$ cat config.mk
export PLATFORM = sky130hd
export DESIGN_NAME = uart_8n1_transceiver_flat
export DESIGN_NICKNAME = d
export VERILOG_FILES = /design/src/design/uart_pkg.sv /design/src/design/uart_in_if.sv /design/src/design/uart_out_if.sv /design/src/design/uart_core.sv /design/src/design/uart_obuf.sv /design/src/design/uart_8n1_transceiver.sv /design/src/flat_wrapper.sv
export SDC_FILE = /design/constraint.sdc
export NUM_CORES = 1
export LEC_CHECK = 0
export BUFFER_PORTS_ARGS = -buffer_cell sky130_fd_sc_hd__buf_2
export CORE_AREA = 10 10 148 150
export DETAILED_ROUTE_END_ITERATION = 7
export DIE_AREA = 0 0 158 160
export SETUP_SLACK_MARGIN = 0.02
export SLEW_MARGIN = 30
export SYNTH_ARGS = -nofsm -noshare
export SYNTH_HDL_FRONTEND = slang
export SYNTH_SLANG_ARGS = --single-unit
$ cat constraint.sdc
create_clock -name clk -period 9.5 [get_ports clk]
set_clock_uncertainty 0.1 [all_clocks]
set_input_delay 0 -clock clk [delete_from_list [all_inputs] [get_ports clk]]
set_output_delay 0 -clock clk [all_outputs]
set_load 0.01 [all_outputs]
$ cat src/design/uart_pkg.sv
package uart_pkg;

    localparam int DATA_BITS = 8;
    localparam int BYTE_W    = 8;
    localparam int TICK_W    = 16;
    localparam int PHASE_W   = 4;
    localparam int PADDR_W   = 3;
    localparam int PDATA_W   = 32;

    localparam logic [PHASE_W-1:0] PH_IDLE  = PHASE_W'(0);
    localparam logic [PHASE_W-1:0] PH_START = PHASE_W'(1);
    localparam logic [PHASE_W-1:0] PH_DATA0 = PHASE_W'(2);
    localparam logic [PHASE_W-1:0] PH_LAST  = PHASE_W'(DATA_BITS + 1);
    localparam logic [PHASE_W-1:0] PH_STOP  = PHASE_W'(DATA_BITS + 2);

    localparam logic [TICK_W-1:0] BIT_TICKS_RESET = TICK_W'(16);

    localparam logic REG_BIT_TICKS = 1'b0;

    typedef logic [BYTE_W-1:0]  byte_t;
    typedef logic [TICK_W-1:0]  tick_t;
    typedef logic [PHASE_W-1:0] phase_t;

    typedef struct packed {
        logic  rx_level;
        logic  send;
        byte_t send_byte;
    } item_t;

    typedef struct packed {
        logic  tx_level;
        logic  tx_busy;
        logic  rx_valid;
        byte_t rx_byte;
    } res_t;

endpackage

$ cat src/design/uart_in_if.sv
interface uart_in_if;
    logic             valid;
    logic             ready;
    logic             rx_level;
    logic             send;
    uart_pkg::byte_t  send_byte;

    modport source (output valid, output rx_level, output send, output send_byte, input ready);
    modport sink   (input valid, input rx_level, input send, input send_byte, output ready);
endinterface

$ cat src/design/uart_out_if.sv
interface uart_out_if;
    logic             valid;
    logic             ready;
    logic             tx_level;
    logic             tx_busy;
    logic             rx_valid;
    uart_pkg::byte_t  rx_byte;

    modport source (output valid, output tx_level, output tx_busy, output rx_valid,
                    output rx_byte, input ready);
    modport sink   (input valid, input tx_level, input tx_busy, input rx_valid,
                    input rx_byte, output ready);
endinterface

$ cat src/design/uart_core.sv
module uart_core (
    input  logic            clk,
    input  logic            rst_n,
    input  uart_pkg::tick_t bit_ticks,
    input  logic            step,
    input  uart_pkg::item_t item,
    output uart_pkg::res_t  res
);
    import uart_pkg::*;

    byte_t  tx_shift_reg, tx_shift_next;
    phase_t tx_phase_reg, tx_phase_next;
    tick_t  tx_timer_reg, tx_timer_next;
    byte_t  rx_shift_reg, rx_shift_next;
    phase_t rx_phase_reg, rx_phase_next;
    tick_t  rx_timer_reg, rx_timer_next;

    tick_t  period;
    tick_t  half_period;
    phase_t tx_ph;
    phase_t rx_ph;
    phase_t rx_pos;
    tick_t  tx_inc;
    tick_t  rx_inc;
    logic   tx_level;
    logic   tx_busy;
    logic   rx_valid;
    byte_t  rx_byte;

    assign period      = (bit_ticks == '0) ? TICK_W'(1) : bit_ticks;
    assign half_period = bit_ticks >> 1;
    assign res         = {tx_level, tx_busy, rx_valid, rx_byte};

    // transmitter
    always_comb
    begin
        tx_ph         = (tx_phase_reg > PH_STOP) ? PH_IDLE : tx_phase_reg;
        tx_shift_next = tx_shift_reg;
        tx_timer_next = tx_timer_reg;
        tx_level      = 1'b1;
        tx_busy       = 1'b0;
        if (tx_ph == PH_IDLE && item.send)
        begin
            tx_shift_next = item.send_byte;
            tx_ph         = PH_START;
            tx_timer_next = '0;
        end
        tx_inc        = TICK_W'(tx_timer_next + TICK_W'(1));
        tx_phase_next = tx_ph;
        if (tx_ph != PH_IDLE)
        begin
            tx_busy = 1'b1;
            if (tx_ph == PH_START)
                tx_level = 1'b0;
            else if (tx_ph <= PH_LAST)
                tx_level = tx_shift_next[0];
            else
                tx_level = 1'b1;
            tx_timer_next = tx_inc;
            if (tx_inc >= period)
            begin
                tx_timer_next = '0;
                if (tx_ph >= PH_DATA0 && tx_ph <= PH_LAST)
                    tx_shift_next = tx_shift_next >> 1;
                tx_phase_next = (tx_ph >= PH_STOP) ? PH_IDLE : PHASE_W'(tx_ph + PHASE_W'(1));
            end
        end
    end

    // receiver
    always_comb
    begin
        rx_ph         = (rx_phase_reg > PH_STOP) ? PH_IDLE : rx_phase_reg;
        rx_phase_next = rx_ph;
        rx_shift_next = rx_shift_reg;
        rx_timer_next = rx_timer_reg;
        rx_inc        = TICK_W'(rx_timer_reg + TICK_W'(1));
        rx_pos        = PHASE_W'(rx_ph - PH_DATA0);
        rx_valid      = 1'b0;
        rx_byte       = '0;
        if (rx_ph == PH_IDLE)
        begin
            if (!item.rx_level)
            begin
                rx_phase_next = PH_START;
                rx_timer_next = '0;
                rx_shift_next = '0;
            end
        end
        else if (rx_ph == PH_START)
        begin
            rx_timer_next = rx_inc;
            if (rx_inc >= half_period)
            begin
                rx_timer_next = '0;
                rx_phase_next = PH_DATA0;
            end
        end
        else if (rx_ph <= PH_LAST)
        begin
            rx_timer_next = rx_inc;
            if (rx_inc >= period)
            begin
                rx_timer_next = '0;
                if (rx_pos < PHASE_W'(BYTE_W) && item.rx_level)
                    rx_shift_next[rx_pos[$clog2(BYTE_W)-1:0]] = 1'b1;
                rx_phase_next = PHASE_W'(rx_ph + PHASE_W'(1));
                if (rx_phase_next == PH_STOP)
                begin
                    rx_valid = 1'b1;
                    rx_byte  = rx_shift_next;
                end
            end
        end
        else
        begin
            if (item.rx_level)
                rx_phase_next = PH_IDLE;
        end
    end

    always_ff @(posedge clk or negedge rst_n)
    begin
        if (!rst_n)
        begin
            tx_shift_reg <= '0;
            tx_phase_reg <= PH_IDLE;
            tx_timer_reg <= '0;
            rx_shift_reg <= '0;
            rx_phase_reg <= PH_IDLE;
            rx_timer_reg <= '0;
        end
        else if (step)
        begin
            tx_shift_reg <= tx_shift_next;
            tx_phase_reg <= tx_phase_next;
            tx_timer_reg <= tx_timer_next;
            rx_shift_reg <= rx_shift_next;
            rx_phase_reg <= rx_phase_next;
            rx_timer_reg <= rx_timer_next;
        end
    end

    a_tx_phase_range: assert property (@(posedge clk) disable iff (!rst_n)
        tx_phase_reg <= PH_STOP)
        else $error("tx phase out of range");

    a_rx_phase_range: assert property (@(posedge clk) disable iff (!rst_n)
        rx_phase_reg <= PH_STOP)
        else $error("rx phase out of range");

    a_rx_valid_stop: assert property (@(posedge clk) disable iff (!rst_n)
        (step && res.rx_valid) |=> rx_phase_reg == PH_STOP)
        else $error("byte flagged without entering stop wait");

    a_tx_start_low: assert property (@(posedge clk) disable iff (!rst_n)
        (step && tx_phase_reg == PH_IDLE && item.send) |-> (res.tx_busy && !res.tx_level))
        else $error("send did not start a low start bit");

endmodule

$ cat src/design/uart_obuf.sv
module uart_obuf (
    input  logic           clk,
    input  logic           rst_n,
    input  logic           push,
    input  uart_pkg::res_t din,
    output logic           space,
    uart_out_if.source     result
);
    import uart_pkg::*;

    res_t       head_reg, head_next;
    res_t       tail_reg, tail_next;
    logic [1:0] cnt_reg, cnt_next;
    logic       pop;

    assign pop          = result.valid && result.ready;
    assign space        = (cnt_reg != 2'd2);
    assign result.valid = (cnt_reg != 2'd0);
    assign result.tx_level = head_reg.tx_level;
    assign result.tx_busy  = head_reg.tx_busy;
    assign result.rx_valid = head_reg.rx_valid;
    assign result.rx_byte  = head_reg.rx_byte;

    always_comb
    begin
        head_next = head_reg;
        tail_next = tail_reg;
        cnt_next  = cnt_reg;
        case (cnt_reg)
            2'd0:
            begin
                if (push)
                begin
                    head_next = din;
                    cnt_next  = 2'd1;
                end
            end
            2'd1:
            begin
                if (push && pop)
                    head_next = din;
                else if (push)
                begin
                    tail_next = din;
                    cnt_next  = 2'd2;
                end
                else if (pop)
                    cnt_next = 2'd0;
            end
            2'd2:
            begin
                if (pop)
                begin
                    head_next = tail_reg;
                    cnt_next  = 2'd1;
                end
            end
            default:
            begin
                cnt_next = 2'd0;
            end
        endcase
    end

    always_ff @(posedge clk or negedge rst_n)
    begin
        if (!rst_n)
            cnt_reg <= 2'd0;
        else
            cnt_reg <= cnt_next;
    end

    always_ff @(posedge clk)
    begin
        head_reg <= head_next;
        tail_reg <= tail_next;
    end

    a_cnt_range: assert property (@(posedge clk) disable iff (!rst_n)
        cnt_reg != 2'd3)
        else $error("output buffer count corrupt");

    a_drain_order: assert property (@(posedge clk) disable iff (!rst_n)
        (cnt_reg == 2'd2 && pop) |=> (cnt_reg == 2'd1 && head_reg == $past(tail_reg)))
        else $error("second word not moved to head");

endmodule

$ cat src/design/uart_8n1_transceiver.sv
// full-duplex 8n1 serial port, stepped one time-base tick per input word
// item channel: one word per tick, carrying the sampled rx line level and an
//   optional send request with its byte; a send is taken only when the
//   transmitter is idle, otherwise ignored
// result channel: exactly one word per item: tx line level and busy flag for
//   that tick, plus rx_valid/rx_byte on the tick the last data bit is sampled
// config: apb-style port, bit_ticks at address 0 (ticks per bit, reset 16)
// result of an item: registered in the buffer, behind any words still held
// throughput: one item per cycle while the result buffer has space; the tick
//   state update is a single pass of counter and compare logic between the
//   state registers and the two-word result buffer
// reset: both transmitter and receiver idle, line driven high, buffer empty
// stall: if the result side holds ready low the buffer absorbs two words,
//   then item ready drops until a word is taken; nothing is lost
module uart_8n1_transceiver (
    input  logic                        clk,
    input  logic                        rst_n,
    uart_in_if.sink                     item,
    uart_out_if.source                  result,
    input  logic                        psel,
    input  logic                        penable,
    input  logic                        pwrite,
    input  logic [uart_pkg::PADDR_W-1:0] paddr,
    input  logic [uart_pkg::PDATA_W-1:0] pwdata,
    output logic [uart_pkg::PDATA_W-1:0] prdata,
    output logic                        pready
);
    import uart_pkg::*;

    tick_t bit_ticks_reg;
    logic  step;
    logic  space;
    item_t cur;
    res_t  res;

    assign pready = 1'b1;
    assign prdata = (paddr[2] == REG_BIT_TICKS) ? PDATA_W'(bit_ticks_reg) : '0;

    always_ff @(posedge clk or negedge rst_n)
    begin
        if (!rst_n)
            bit_ticks_reg <= BIT_TICKS_RESET;
        else if (psel && penable && pwrite && paddr[2] == REG_BIT_TICKS)
            bit_ticks_reg <= pwdata[TICK_W-1:0];
    end

    assign item.ready    = space;
    assign step          = item.valid && space;
    assign cur.rx_level  = item.rx_level;
    assign cur.send      = item.send;
    assign cur.send_byte = item.send_byte;

    uart_core u_core (
        .clk       (clk),
        .rst_n     (rst_n),
        .bit_ticks (bit_ticks_reg),
        .step      (step),
        .item      (cur),
        .res       (res)
    );

    uart_obuf u_obuf (
        .clk    (clk),
        .rst_n  (rst_n),
        .push   (step),
        .din    (res),
        .space  (space),
        .result (result)
    );

endmodule

$ cat src/flat_wrapper.sv
// flat-port wrapper written by rule: the top's interface ports become plain ports
module uart_8n1_transceiver_flat import uart_pkg::*;
  (clk, rst_n, psel, penable, pwrite, paddr, pwdata, prdata, pready, item_valid, item_rx_level, item_send, item_send_byte, item_ready, result_valid, result_tx_level, result_tx_busy, result_rx_valid, result_rx_byte, result_ready);
  uart_in_if item_i ();
  uart_out_if result_i ();
  input  logic clk;
  input  logic rst_n;
  input  logic psel;
  input  logic penable;
  input  logic pwrite;
  input  logic [uart_pkg::PADDR_W-1:0] paddr;
  input  logic [uart_pkg::PDATA_W-1:0] pwdata;
  output logic [uart_pkg::PDATA_W-1:0] prdata;
  output logic pready;
  input wire logic [$bits(item_i.valid)-1:0] item_valid;
  input wire logic [$bits(item_i.rx_level)-1:0] item_rx_level;
  input wire logic [$bits(item_i.send)-1:0] item_send;
  input wire logic [$bits(item_i.send_byte)-1:0] item_send_byte;
  output wire logic [$bits(item_i.ready)-1:0] item_ready;
  output wire logic [$bits(result_i.valid)-1:0] result_valid;
  output wire logic [$bits(result_i.tx_level)-1:0] result_tx_level;
  output wire logic [$bits(result_i.tx_busy)-1:0] result_tx_busy;
  output wire logic [$bits(result_i.rx_valid)-1:0] result_rx_valid;
  output wire logic [$bits(result_i.rx_byte)-1:0] result_rx_byte;
  input wire logic [$bits(result_i.ready)-1:0] result_ready;
  assign item_i.valid = item_valid;
  assign item_i.rx_level = item_rx_level;
  assign item_i.send = item_send;
  assign item_i.send_byte = item_send_byte;
  assign item_ready = item_i.ready;
  assign result_valid = result_i.valid;
  assign result_tx_level = result_i.tx_level;
  assign result_tx_busy = result_i.tx_busy;
  assign result_rx_valid = result_i.rx_valid;
  assign result_rx_byte = result_i.rx_byte;
  assign result_i.ready = result_ready;
  uart_8n1_transceiver u_core (.clk(clk), .rst_n(rst_n), .item(item_i), .result(result_i), .psel(psel), .penable(penable), .pwrite(pwrite), .paddr(paddr), .pwdata(pwdata), .prdata(prdata), .pready(pready));
endmodule
======== After elaboration in Yosys (flattened, before gate mapping) ========
Index checks and enable logic that the tools add are counted.
word-level totals
  logic and storage cells ................. 134
  output and inout bits ................... 46
  flip-flop bits (word level) ............. 96
  bits of input ports ..................... 52
cells by class
  equal/unequal tests ..................... 13
  reduce and logical (&&, ||, !) cells .... 25
  add/subtract/negate cells ............... 5
  magnitude comparators ................... 12
  mux-type cells .......................... 60
  bitwise gates (word level) .............. 3
operator list
  cell                                                                   count
  16-bit two-way mux                                                     11
  8-bit two-way mux                                                      15
  4-bit two-way mux                                                      13
  11-bit two-way mux                                                     3
  11-bit case mux with 3 select lines                                    1
  16-bit by 1-bit adder with 16-bit output, second input constant        2
  16-bit >= comparator                                                   2
  16-bit by 15-bit >= comparator with 1-bit output                       1
  16-bit logical NOT                                                     1
  2-bit inequality test, second input constant                           7
  1-bit logical AND                                                      10
  1-bit two-way mux                                                      10
  2-bit two-way mux                                                      5
  4-bit by 1-bit adder with 4-bit output, second input constant          2
  4-bit by 1-bit equality test with 1-bit output, second input constant  2
  4-bit greater-than comparator, second input constant                   2
  4-bit <= comparator, second input constant                             2
  4-bit logical NOT                                                      2
  8-bit OR                                                               1
  4-bit AND reduction                                                    2
  2-bit case mux with 3 select lines                                     1
  3-bit AND reduction                                                    2
  2-bit nonzero test                                                     3
  3-bit nonzero test                                                     2
  other kinds (15)                                                       16

======== Longest topological paths before layout ========
Gate-level depths: netlist (run 1).
  word-level depth ........................ 16
  mapped depth ............................ 20
  mapped depth without buffers ............ 19

======== Cells and area by module ========
Synthesis (run 1) repeated with hierarchy kept, for this count alone.
second synthesis, totals
  cells, all modules ...................... 718
  area total of the unflattened synthesis .. 6,791.5 µm²
modules (own cells, without submodules)
  module                area each (µm²)  cells an instance  instances
  uart_core             4,947.2          599                1
  uart_obuf             937.1            48                 1
  uart_8n1_transceiver  907.1            71                 1

======== Worst setup path after synthesis (run 1) ========
OpenSTA, ideal clock, no wires.
  kind .................................... flip-flop to flip-flop
  start ................................... reg u_core.u_core.tx_phase_reg[1]
  end ..................................... reg u_core.u_core.tx_shift_reg[2]
  clock period less this slack ............ 4,058 ps
  arrival ................................. 3,854 ps
  setup slack ............................. 5,442 ps
  path buffers ............................ 1
  cell stages (with the launch flop) ...... 19
  setup time .............................. 104 ps
  required time ........................... 9,296 ps
  cell sequence ........................... dfrtp_1 buf_2 a21oi_2 nor2_1 o21ai_1 and2_1 ha_1 and3_1 nand3_1 or3_1 a21oi_1 ha_1 o2111ai_1 a311oi_1 nor2_1 a21oi_2 o221ai_1 o21a_1 a221oi_1
between the ends
  word-level cells in the longest chain between the ends .. 10
  elaborated cells on any way between the ends .. 16
  classes of those cells .................. add/sub (1); order compare (4); mux (7); reduce/logical (4)
RTL lines
  item                                                                              line              source
  start, declared                                                                   uart_core.sv:12   phase_t tx_phase_reg, tx_phase_next;
  start signal, assigned                                                            uart_core.sv:136  tx_phase_reg <= tx_phase_next;
  4-bit greater-than comparator                                                     uart_core.sv:37   tx_ph = (tx_phase_reg > PH_STOP) ? PH_IDLE : tx_phase_reg;
  4-bit two-way mux (*)                                                             uart_core.sv:37
  branches (longest 7 deep; another with 16-bit by 1-bit adder with 16-bit output)  n/a
  8-bit two-way mux (*)                                                             uart_core.sv:50   if (tx_ph != PH_IDLE)
  end signal, assigned                                                              uart_core.sv:135  tx_shift_reg <= tx_shift_next;
  end, declared                                                                     uart_core.sv:11   byte_t tx_shift_reg, tx_shift_next;
Every way passes the cells marked *.
A chain may end at the register's enable or synchronous reset.

======== Worst setup path after layout (run 1) ========
  start ................................... reg u_core.u_core.tx_phase_reg[1]
  end ..................................... reg u_core.u_core.tx_shift_reg[1]
Same word-level chain as after synthesis.

==> flow_metrics.py, run 1 <==
metrics = {
    "final_layout": {
        "drive_gt1_share_pct": 15.9,
        "post-route-util_pct": 39.8,
        "syn2layout_area_growth_pct": 15.7,
        "final_common_cell": "dfrtp_1",
        "layout.nets": 879,
        "diodes": 0,
        "final_cell_mix": "dfrtp_1 (73), nor2_1 (71), buf_2 (61)",
    },
    "timing": {
        "setup-tns-final_ps": 0,
        "fin_crit_sh_pct": 57.4,
        "hold_ws_ps": 43.8,
        "setup_ws_ps": 4050,
        "fmax_ghz": 0.184,
        "worst_pin_slew_ps": 881,
        "fin_crit_ps": 5450,
        "maxSlewHeadroom_pct": 41.1,
        "setup_violations": 0,
        "grt_setup_unrepaired": "no",
        "final_max_slew_viol_count": 0,
        "finalHoldViolCount": 0,
    },
    "run": {
        "max-cap-violations": 0,
    },
    "routing": {
        "vias_per_cell": 5.22,
        "route.detailed.drc": 0,
        "drt-total-wl_um": 15900,
        "drt_first_pass_iters": 5,
        "antenna_left": 0,
        "first_iter_violations": 203,
        "detail_route.wl_per_cell_um": 15.7,
        "vias": 5280,
    },
    "cts": {
        "cts_tree": "yes",
        "post_cts_resized": 0,
        "hold_buffers": 29,
        "root_buffer": "clkbuf_16",
        "cts_sinks": 96,
        "htreeDepth": 3,
        "postCtsSetupBuffers": 0,
        "cts_buffers": 9,
        "cts.path.max_buffers": 2,
        "insertion_delay_ps": 360,
        "clk_pin_slew_ps": 70,
    },
    "die": {
        "die_h_um": 160,
        "core_area_um2": 19100,
        "die_width_um": 158,
        "design.die.area_um2": 25300,
        "start_util_pct": 34.4,
        "row_count": 51,
        "io_pins": 98,
    },
    "critical_path": {
        "regToRegSetupSlack_ps": 4050,
        "crit_type": "reg2reg",
        "worstSetupStartpointType": "flip-flop",
        "required_ps": 9640,
        "worstPathArrival_ps": 5590,
        "reg2reg_depth": 18,
        "end_kind": "flip-flop",
        "crit_path_max_fanout": 9,
    },
    "synthesis": {
        "synth_cell_type_count": 70,
        "yosysSeqAreaShare_pct": 38.3,
        "synthFlopType": "dfrtp_1",
        "syn_area_um2": 6570,
        "syn_area_per_cell_um2": 9.50,
        "synthArstFlopShare_pct": 77.1,
        "syn_inst": 691,
        "ys_ff_latch": 96,
        "yosysWarnings": 0,
        "synth_edf_count": 22,
    },
    "placed_design": {
        "portBuffers": 62,
        "dp_hpwl_um": 11700,
        "gp_routability_congestion": 0.834,
        "post-place-ws_ps": 4490,
    },
    "global_route": {
        "grt_max_degree": 75,
        "grt-ovfl-total": 0,
        "antenna_found_initial": 0,
        "grt_use_total_pct": 12.7,
        "first_global_vias": 5216,
        "grt_pass1_wl_um": 26200,
    },
    "pwr": {
        "p_leak_nw": 3.42,
        "irDropWorstVdd_mv": 0.102,
        "total_power_w": 0.00143,
        "power.density_nw_per_um2": 188,
    },
    "outcome": {
        "status": "finished clean",
    },
    "worst_hold_path": {
        "hold_depth": 3,
        "hold_path.class": "in2reg",
    },
}
cell usage after synthesis, types with 14 or more instances:
master / number / share of area, %
a22o_1: 21 / 2.8
buf_4: 17 / 1.9
nand3_1: 22 / 1.7
nor2_1: 71 / 4.1
dfrtp_1: 73 / 28
nor3_1: 16 / 1.2
edfxtp_1: 22 / 10
clkbuf_1: 14 / 0.80
o21ai_0: 30 / 2.3
nand2_1: 51 / 2.9
ha_1: 58 / 11
mux2_2: 17 / 2.9
a21oi_1: 36 / 2.7
xor2_1: 18 / 2.4
inv_1: 39 / 2.2
per-layer routing:
layer  part of all wire [%]  track usage, %  up-vias
met2                     44            19.0      127
met3                    5.8            3.95       11
met1                     49            17.4     2479
met5                      0               0        -
met4                    1.3            3.03        0
li1                       -               -     2663
logic make-up (layout without fill, tap and decap cells):
group / after synthesis / after routing / synth area share [%]
AOI/OAI and AO/OA: 169 / 169 / 19.1
buffers and inverters: 83 / 151 / 6.34
and+or+nand+nor: 230 / 230 / 17.2
muxes: 28 / 28 / 4.59
adders and majority gates: 58 / 58 / 11.0
other: 2 / 17 / 0.114
DFF: 96 / 96 / 38.3
xor gates and xnor gates: 25 / 25 / 3.33
report_power, final:
group | internal, W | total [W] | leakage [nW] | switching (W)
Combinational | 0.000212 | 0.000506 | 2.12 | 0.000293
Clock | 0.000189 | 0.000372 | 0.151 | 0.000183
Sequential | 0.000488 | 0.000553 | 1.15 | 0.0000656
worst paths after layout:
| kind | from | endpoint |
|---|---|---|
| min in group asynchronous | rst_n | u_core.bit_ticks_reg[8]$_DFFE_PN0P_ |
| hold / removal | item_send_byte[0] | u_core.u_core.tx_shift_reg[0]$_DFFE_PN0P_ |
| setup / recovery | u_core.u_core.tx_phase_reg[1]$_DFFE_PN0P_ | u_core.u_core.tx_shift_reg[1]$_DFFE_PN0P_ |
| max in group asynchronous | rst_n | u_core.u_core.tx_shift_reg[2]$_DFFE_PN0P_ |
| hold reg to reg | u_core.u_core.rx_shift_reg[6]$_DFFE_PN0P_ | u_core.u_core.rx_shift_reg[6]$_DFFE_PN0P_ |
| setup reg to reg | u_core.u_core.tx_phase_reg[1]$_DFFE_PN0P_ | u_core.u_core.tx_shift_reg[1]$_DFFE_PN0P_ |
final cells by class:
class	instances	area, µm²
Fill cell	1848	11500
Clock inverter	7	78.8
Sequential cell	96	2510
Multi-Input combinational cell	527	3690
Clock buffer	9	225
Timing Repair Buffer	96	644
Inverter	39	146
Tap cell	238	298
through the flow:
| step | cell area (µm²) | std cells |
|---|---|---|
| after floorplan | 6620 | 706 |
| after global placement | 7000 | 967 |
| after detailed placement | 7010 | 967 |
| after CTS | 7600 | 1012 |
| after global routing | 7600 | 1012 |
| final | 7600 | 1012 |
worst max-delay path: stages, from the launching register on:
cell	delay, ps
dfrtp_1	470
a21oi_2	180
nor2_1	80
o21ai_1	600
and2_1	250
ha_1	190
and3_1	250
nand3_1	140
or3_1	360
a21oi_1	210
ha_1	200
o2111ai_1	140
a311oi_1	290
nor2_1	100
a21oi_2	320
o221ai_1	230
nor2_1	460
a221oi_1	160
dlygate4sd3_1	580
Power figures use the tool's default switching activity.
==> run 2, diff against run 1 <==
==> constraint.sdc (replaced) <==
create_clock -name clk -period 5.3 [get_ports clk]
set_clock_uncertainty 0.1 [all_clocks]
set_input_delay 0 -clock clk [delete_from_list [all_inputs] [get_ports clk]]
set_output_delay 0 -clock clk [all_outputs]
set_load 0.01 [all_outputs]
==> flow_metrics.py, run 2 (synthesis results as in run 1) <==
metrics = {
    "cts": {
        "htreeDepth": 3,
        "root_buffer": "clkbuf_16",
        "insertion_delay_ps": 360,
        "clk_pin_slew_ps": 80,
        "cts_sinks": 96,
        "cts.path.max_buffers": 2,
        "cts_buffers": 9,
        "cts_tree": "yes",
    },
    "global_route": {
        "grt-ovfl-total": 0,
        "grt_use_total_pct": 12.7,
        "grt_max_degree": 75,
        "antenna_found_initial": 0,
        "grt_pass1_wl_um": 26600,
        "first_global_vias": 5240,
    },
    "final_layout": {
        "drive_gt1_share_pct": 17.3,
        "final_area_um2": 7680,
        "diodes": 0,
        "syn2layout_area_growth_pct": 17.0,
        "layout.nets": 887,
        "final_cell_mix": "dfrtp_1 (73), nor2_1 (68), buf_2 (61)",
        "final-instance-count-excl-fill": 1020,
        "final_common_cell": "dfrtp_1",
    },
    "critical_path": {
        "crit_type": "reg2reg",
        "worstSetupStartpointType": "flip-flop",
        "worstPathArrival_ps": 5100,
        "end_kind": "flip-flop",
        "critPathSlowestCell": "dlygate4sd3_1",
        "critPathMaxStageDelay_ps": 600,
        "critPathBufInv": 1,
        "crit_family": "compound AO/OA/AOI/OAI gates",
        "crit_chain": "a21oi_2 -> nor2_1 -> o21ai_2 -> and2_1 -> ha_1 -> and3_1 -> nand3_1 -> or3_1 -> a21oi_1 -> ha_1 -> o2111ai_1 -> a311oi_1 -> nor2_1 -> a21oi_2 -> o221ai_1 -> o21a_1 -> a221oi_1 -> dlygate4sd3_1",
        "required_ps": 5490,
        "crit_path_max_fanout": 8,
    },
    "timing": {
        "maxSlewHeadroom_pct": 40.8,
        "fin_crit_ps": 4910,
        "hold_ws_ps": 41.4,
        "fmax_ghz": 0.204,
        "worst_pin_slew_ps": 884,
        "fin_crit_sh_pct": 92.6,
        "finalHoldViolCount": 0,
        "setup_violations": 0,
        "final_max_slew_viol_count": 0,
        "setup-tns-final_ps": 0,
    },
    "routing": {
        "first_iter_violations": 350,
        "route.detailed.drc": 0,
        "vias_per_cell": 5.22,
        "drt-total-wl_um": 16000,
        "detail_route.wl_per_cell_um": 15.7,
        "vias": 5321,
        "antenna_left": 0,
        "drt_first_pass_iters": 4,
    },
    "placed_design": {
        "gp_routability_congestion": 0.835,
        "placed_cells": 967,
        "dp_hpwl_um": 11600,
        "portBuffers": 62,
        "dpl_cell_area_um2": 7010,
    },
    "pwr": {
        "p_leak_nw": 3.46,
        "irDropWorstVdd_mv": 0.230,
        "p_sw_share_pct": 38.1,
        "total_power_w": 0.00257,
        "seqPwrFrac_pct": 38.8,
        "p_comb_share_pct": 35.0,
        "clkPwrFrac_pct": 26.2,
        "switchingPower_w": 0.000981,
        "intPower_w": 0.00159,
        "power.density_nw_per_um2": 335,
    },
    "worst_hold_path": {
        "hold_path.class": "in2reg",
    },
    "die": {
        "design.die.area_um2": 25300,
        "core_area_um2": 19100,
        "die_h_um": 160,
        "row_count": 51,
        "start_util_pct": 34.4,
        "io_pins": 98,
        "die_width_um": 158,
    },
    "outcome": {
        "status": "finished clean",
    },
    "run": {
        "max-cap-violations": 0,
    },
}
[run 2: area by class of cell]
type                            count  area (µm²)
Timing Repair Buffer              104         707
Sequential cell                    96        2510
Clock inverter                      7        81.3
Clock buffer                        9         225
Fill cell                        1845       11400
Inverter                           39         146
Tap cell                          238         298
Multi-Input combinational cell    527        3710
[run 2: repair_timing]
item | CTS | global route
endpoints found under the setup margin | 0 | 3
buffers inserted | 0 | 7
hold buffers | 30 | 0
resized for setup | 0 | 3
hold endpoints to repair | 101 | 0
[run 2: final timing paths]
check | start | to | slack (ps) | cells after the start
setup / recovery | u_core.u_core.tx_phase_reg[1]$_DFFE_PN0P_ | u_core.u_core.tx_shift_reg[3]$_DFFE_PN0P_ | 390 | 18
hold / removal | item_send_byte[0] | u_core.u_core.tx_shift_reg[0]$_DFFE_PN0P_ | 40 | 3
setup reg to reg | u_core.u_core.tx_phase_reg[1]$_DFFE_PN0P_ | u_core.u_core.tx_shift_reg[3]$_DFFE_PN0P_ | 390 | 18
hold reg to reg | u_core.u_core.rx_shift_reg[7]$_DFFE_PN0P_ | u_core.u_core.rx_shift_reg[7]$_DFFE_PN0P_ | 390 | 1
max in group asynchronous | rst_n | u_core.u_core.tx_shift_reg[0]$_DFFE_PN0P_ | 4500 | 2
min in group asynchronous | rst_n | u_core.bit_ticks_reg[8]$_DFFE_PN0P_ | 130 | 2
[run 2: power by group through the flow]
| stage | Clock, W | Sequential [W] | Combinational, W |
|---|---|---|---|
| 5_1_grt | 0.000720 | 0.00102 | 0.00104 |
| 6_report | 0.000674 | 0.000998 | 0.000900 |
| 3_5_place_dp | 0 | 0.00101 | 0.000872 |
| 2_1_floorplan | 0 | 0.000964 | 0.000689 |
| 3_3_place_gp | 0 | 0.00100 | 0.000863 |
| 4_1_cts | 0.000695 | 0.000995 | 0.000904 |
[run 2: tightest hold or removal path, stage by stage]
cell	delay, ps
buf_2	100
mux2i_1	230
a221oi_1	130
[run 2: routing by layer]
metal | vias to the layer above | wire [µm] | GRT usage (%)
met5 | - | 0 | 0
met2 | 132 | 7170 | 19.3
li1 | 2679 | - | -
met4 | 0 | 139 | 2.53
met1 | 2503 | 7850 | 17.7
met3 | 7 | 850 | 3.49
[run 2: metrics by stage]
step                      util (%)  worst slack [ps]
final                         40.3               390
after global routing          40.3             -2.60
after CTS                     39.9              75.4
after detailed placement      36.7               561
after global placement        36.7               700
after floorplan                  -              1240
==> run 3, diff against run 2 <==
--- a/config.mk
+++ b/config.mk
@@ -6,9 +6,10 @@
 export NUM_CORES = 1
 export LEC_CHECK = 0
 export BUFFER_PORTS_ARGS = -buffer_cell sky130_fd_sc_hd__buf_2
-export CORE_AREA = 10 10 148 150
+export CORE_AREA = 10 10 121 123
 export DETAILED_ROUTE_END_ITERATION = 7
-export DIE_AREA = 0 0 158 160
+export DIE_AREA = 0 0 131 133
+export PLACE_DENSITY = 0.76
 export SETUP_SLACK_MARGIN = 0.02
 export SLEW_MARGIN = 30
 export SYNTH_ARGS = -nofsm -noshare
==> flow_metrics.py, run 3 (synthesis results as in run 1) <==
metrics = {
    "timing": {
        "finalHoldViolCount": 0,
        "fin_crit_ps": 4770,
        "fmax_ghz": 0.210,
        "setup_violations": 0,
        "maxSlewHeadroom_pct": 42.7,
        "grt_setup_unrepaired": "no",
        "setup_ws_ps": 532,
        "fin_crit_sh_pct": 90.0,
        "hold_ws_ps": 19.8,
        "setup-tns-final_ps": 0,
        "final_max_slew_viol_count": 0,
        "worst_pin_slew_ps": 854,
    },
    "die": {
        "core_area_um2": 12400,
        "row_count": 41,
        "die_width_um": 131,
        "io_pins": 98,
        "start_util_pct": 53.1,
        "die_h_um": 133,
        "design.die.area_um2": 17400,
    },
    "cts": {
        "cts_tree": "yes",
        "insertion_delay_ps": 360,
        "cts.path.max_buffers": 2,
        "clk_pin_slew_ps": 70,
        "root_buffer": "clkbuf_16",
        "cts_sinks": 96,
        "cts_buffers": 9,
        "htreeDepth": 3,
        "postCtsSetupBuffers": 0,
    },
    "routing": {
        "antenna_left": 0,
        "detail_route.wl_per_cell_um": 17.5,
        "first_iter_violations": 468,
        "drt_first_pass_iters": 5,
        "vias": 5589,
        "route.detailed.drc": 0,
        "vias_per_cell": 5.91,
        "drt-total-wl_um": 16500,
    },
    "critical_path": {
        "required_ps": 5400,
        "regToRegSetupSlack_ps": 530,
        "critPathMaxStageDelay_ps": 490,
        "end_kind": "flip-flop",
        "startpoint": "u_core.u_core.tx_phase_reg[1]$_DFFE_PN0P_",
        "worstPathArrival_ps": 4870,
        "reg2reg_depth": 17,
        "r2r_start": "u_core.u_core.tx_phase_reg[1]$_DFFE_PN0P_",
        "crit_chain": "a21oi_2 -> nor2_1 -> o21ai_2 -> and2_1 -> ha_1 -> and3_1 -> nand3_1 -> or3_1 -> a21oi_1 -> ha_1 -> o2111ai_1 -> a311oi_1 -> nor2_1 -> a21oi_2 -> o221ai_1 -> nor2_1 -> a221oi_1",
        "crit_top_cell": "nor2_1",
        "critPathSlowestCell": "nor2_1",
        "crit_path_max_fanout": 9,
        "crit_type": "reg2reg",
        "worstSetupStartpointType": "flip-flop",
        "worst_r2r_endpoint": "u_core.u_core.tx_shift_reg[6]$_DFFE_PN0P_",
        "endpoint": "u_core.u_core.tx_shift_reg[6]$_DFFE_PN0P_",
    },
    "worst_hold_path": {
        "hold_path.class": "in2reg",
        "min_from": "item_send_byte[2]",
    },
    "final_layout": {
        "drive_gt1_share_pct": 16.4,
        "final_cell_mix": "dfrtp_1 (73), nor2_1 (70), buf_2 (62)",
        "syn2layout_area_growth_pct": 14.1,
        "final_common_cell": "dfrtp_1",
        "layout.nets": 878,
        "diodes": 0,
        "ff_latch_area_um2": 2510,
        "multi_input_area_um2": 3700,
        "fill_cells": 1019,
    },
    "global_route": {
        "first_global_vias": 5557,
        "grt-ovfl-total": 0,
        "grt_use_total_pct": 19.1,
        "grt_pass1_wl_um": 27100,
        "antenna_found_initial": 0,
        "grt_max_degree": 75,
    },
    "pwr": {
        "irDropWorstVdd_mv": 0.252,
        "total_power_w": 0.00257,
        "power.density_nw_per_um2": 344,
        "p_leak_nw": 3.41,
    },
    "run": {
        "max-cap-violations": 0,
    },
    "outcome": {
        "status": "finished clean",
    },
    "placed_design": {
        "post-place-ws_ps": 421,
        "gp_routability_congestion": 0.896,
        "dp_hpwl_um": 11900,
        "portBuffers": 62,
    },
}
==> run 3: repair_timing <==
action,4_1_cts,5_1_grt
hold buffers,26,0
hold endpoints to repair,99,0
gates resized for setup,0,1
setup endpoints to repair,0,6
==> run 3: cell type report <==
class	count	share of cell area, %
multi-input combinational	527	49.4
sequential	96	33.6
timing repair buffer	95	8.37
clock buffer	9	3.01
tap	172	2.87
inverter	39	1.95
clock inverter	7	0.802
==> run 3: critical path: cells and delay by family (launching register included) <==
kind,cells,cell delay [ps]
compound gates,8,1960
fa+ha+maj,2,400
flops,1,480
simple gates,7,1670
==> run 3: worst min-delay path by stage <==
| stage | endpoint | slack [ps] | cells past startpoint |
|---|---|---|---|
| 2_1_floorplan | u_core.bit_ticks_reg[0]$_DFFE_PN0P_ | -400 | 0 |
| 3_3_place_gp | u_core.bit_ticks_reg[8]$_DFFE_PN0P_ | 130 | 2 |
| 3_5_place_dp | u_core.bit_ticks_reg[6]$_DFFE_PN0P_ | 140 | 2 |
| 4_1_cts | u_core.u_core.tx_shift_reg[3]$_DFFE_PN0P_ | 2 | 3 |
| 5_1_grt | u_core.u_core.tx_shift_reg[3]$_DFFE_PN0P_ | 50 | 3 |
| 6_report | u_core.u_core.tx_shift_reg[1]$_DFFE_PN0P_ | 20 | 3 |
==> run 3: power breakdown <==
part	leakage (nW)	switching, W	total (W)	internal (W)
clock network	0.138	0.000314	0.000641	0.000328
logic	2.13	0.000554	0.000933	0.000379
registers	1.15	0.000126	0.00100	0.000874
total	3.41	0.000994	0.00257	0.00158
==> run 3: metal layers <==
metal | track usage [%] | wire length, µm | up-vias
met4 | 7.79 | 401 | 0
met3 | 4.27 | 1160 | 34
met5 | 0 | 0 | -
li1 | - | - | 2645
met1 | 23.5 | 6880 | 2684
met2 | 31.4 | 8110 | 226
==> run 3: per-stage QoR <==
stage          cell area, µm²  utilization, %  std cells
2_1_floorplan            6620               -        706
3_3_place_gp             6930            56.1        903
3_5_place_dp             6940            56.1        903
4_1_cts                  7480            60.5        945
5_1_grt                  7490            60.6        945
6_report                 7490            60.6        945
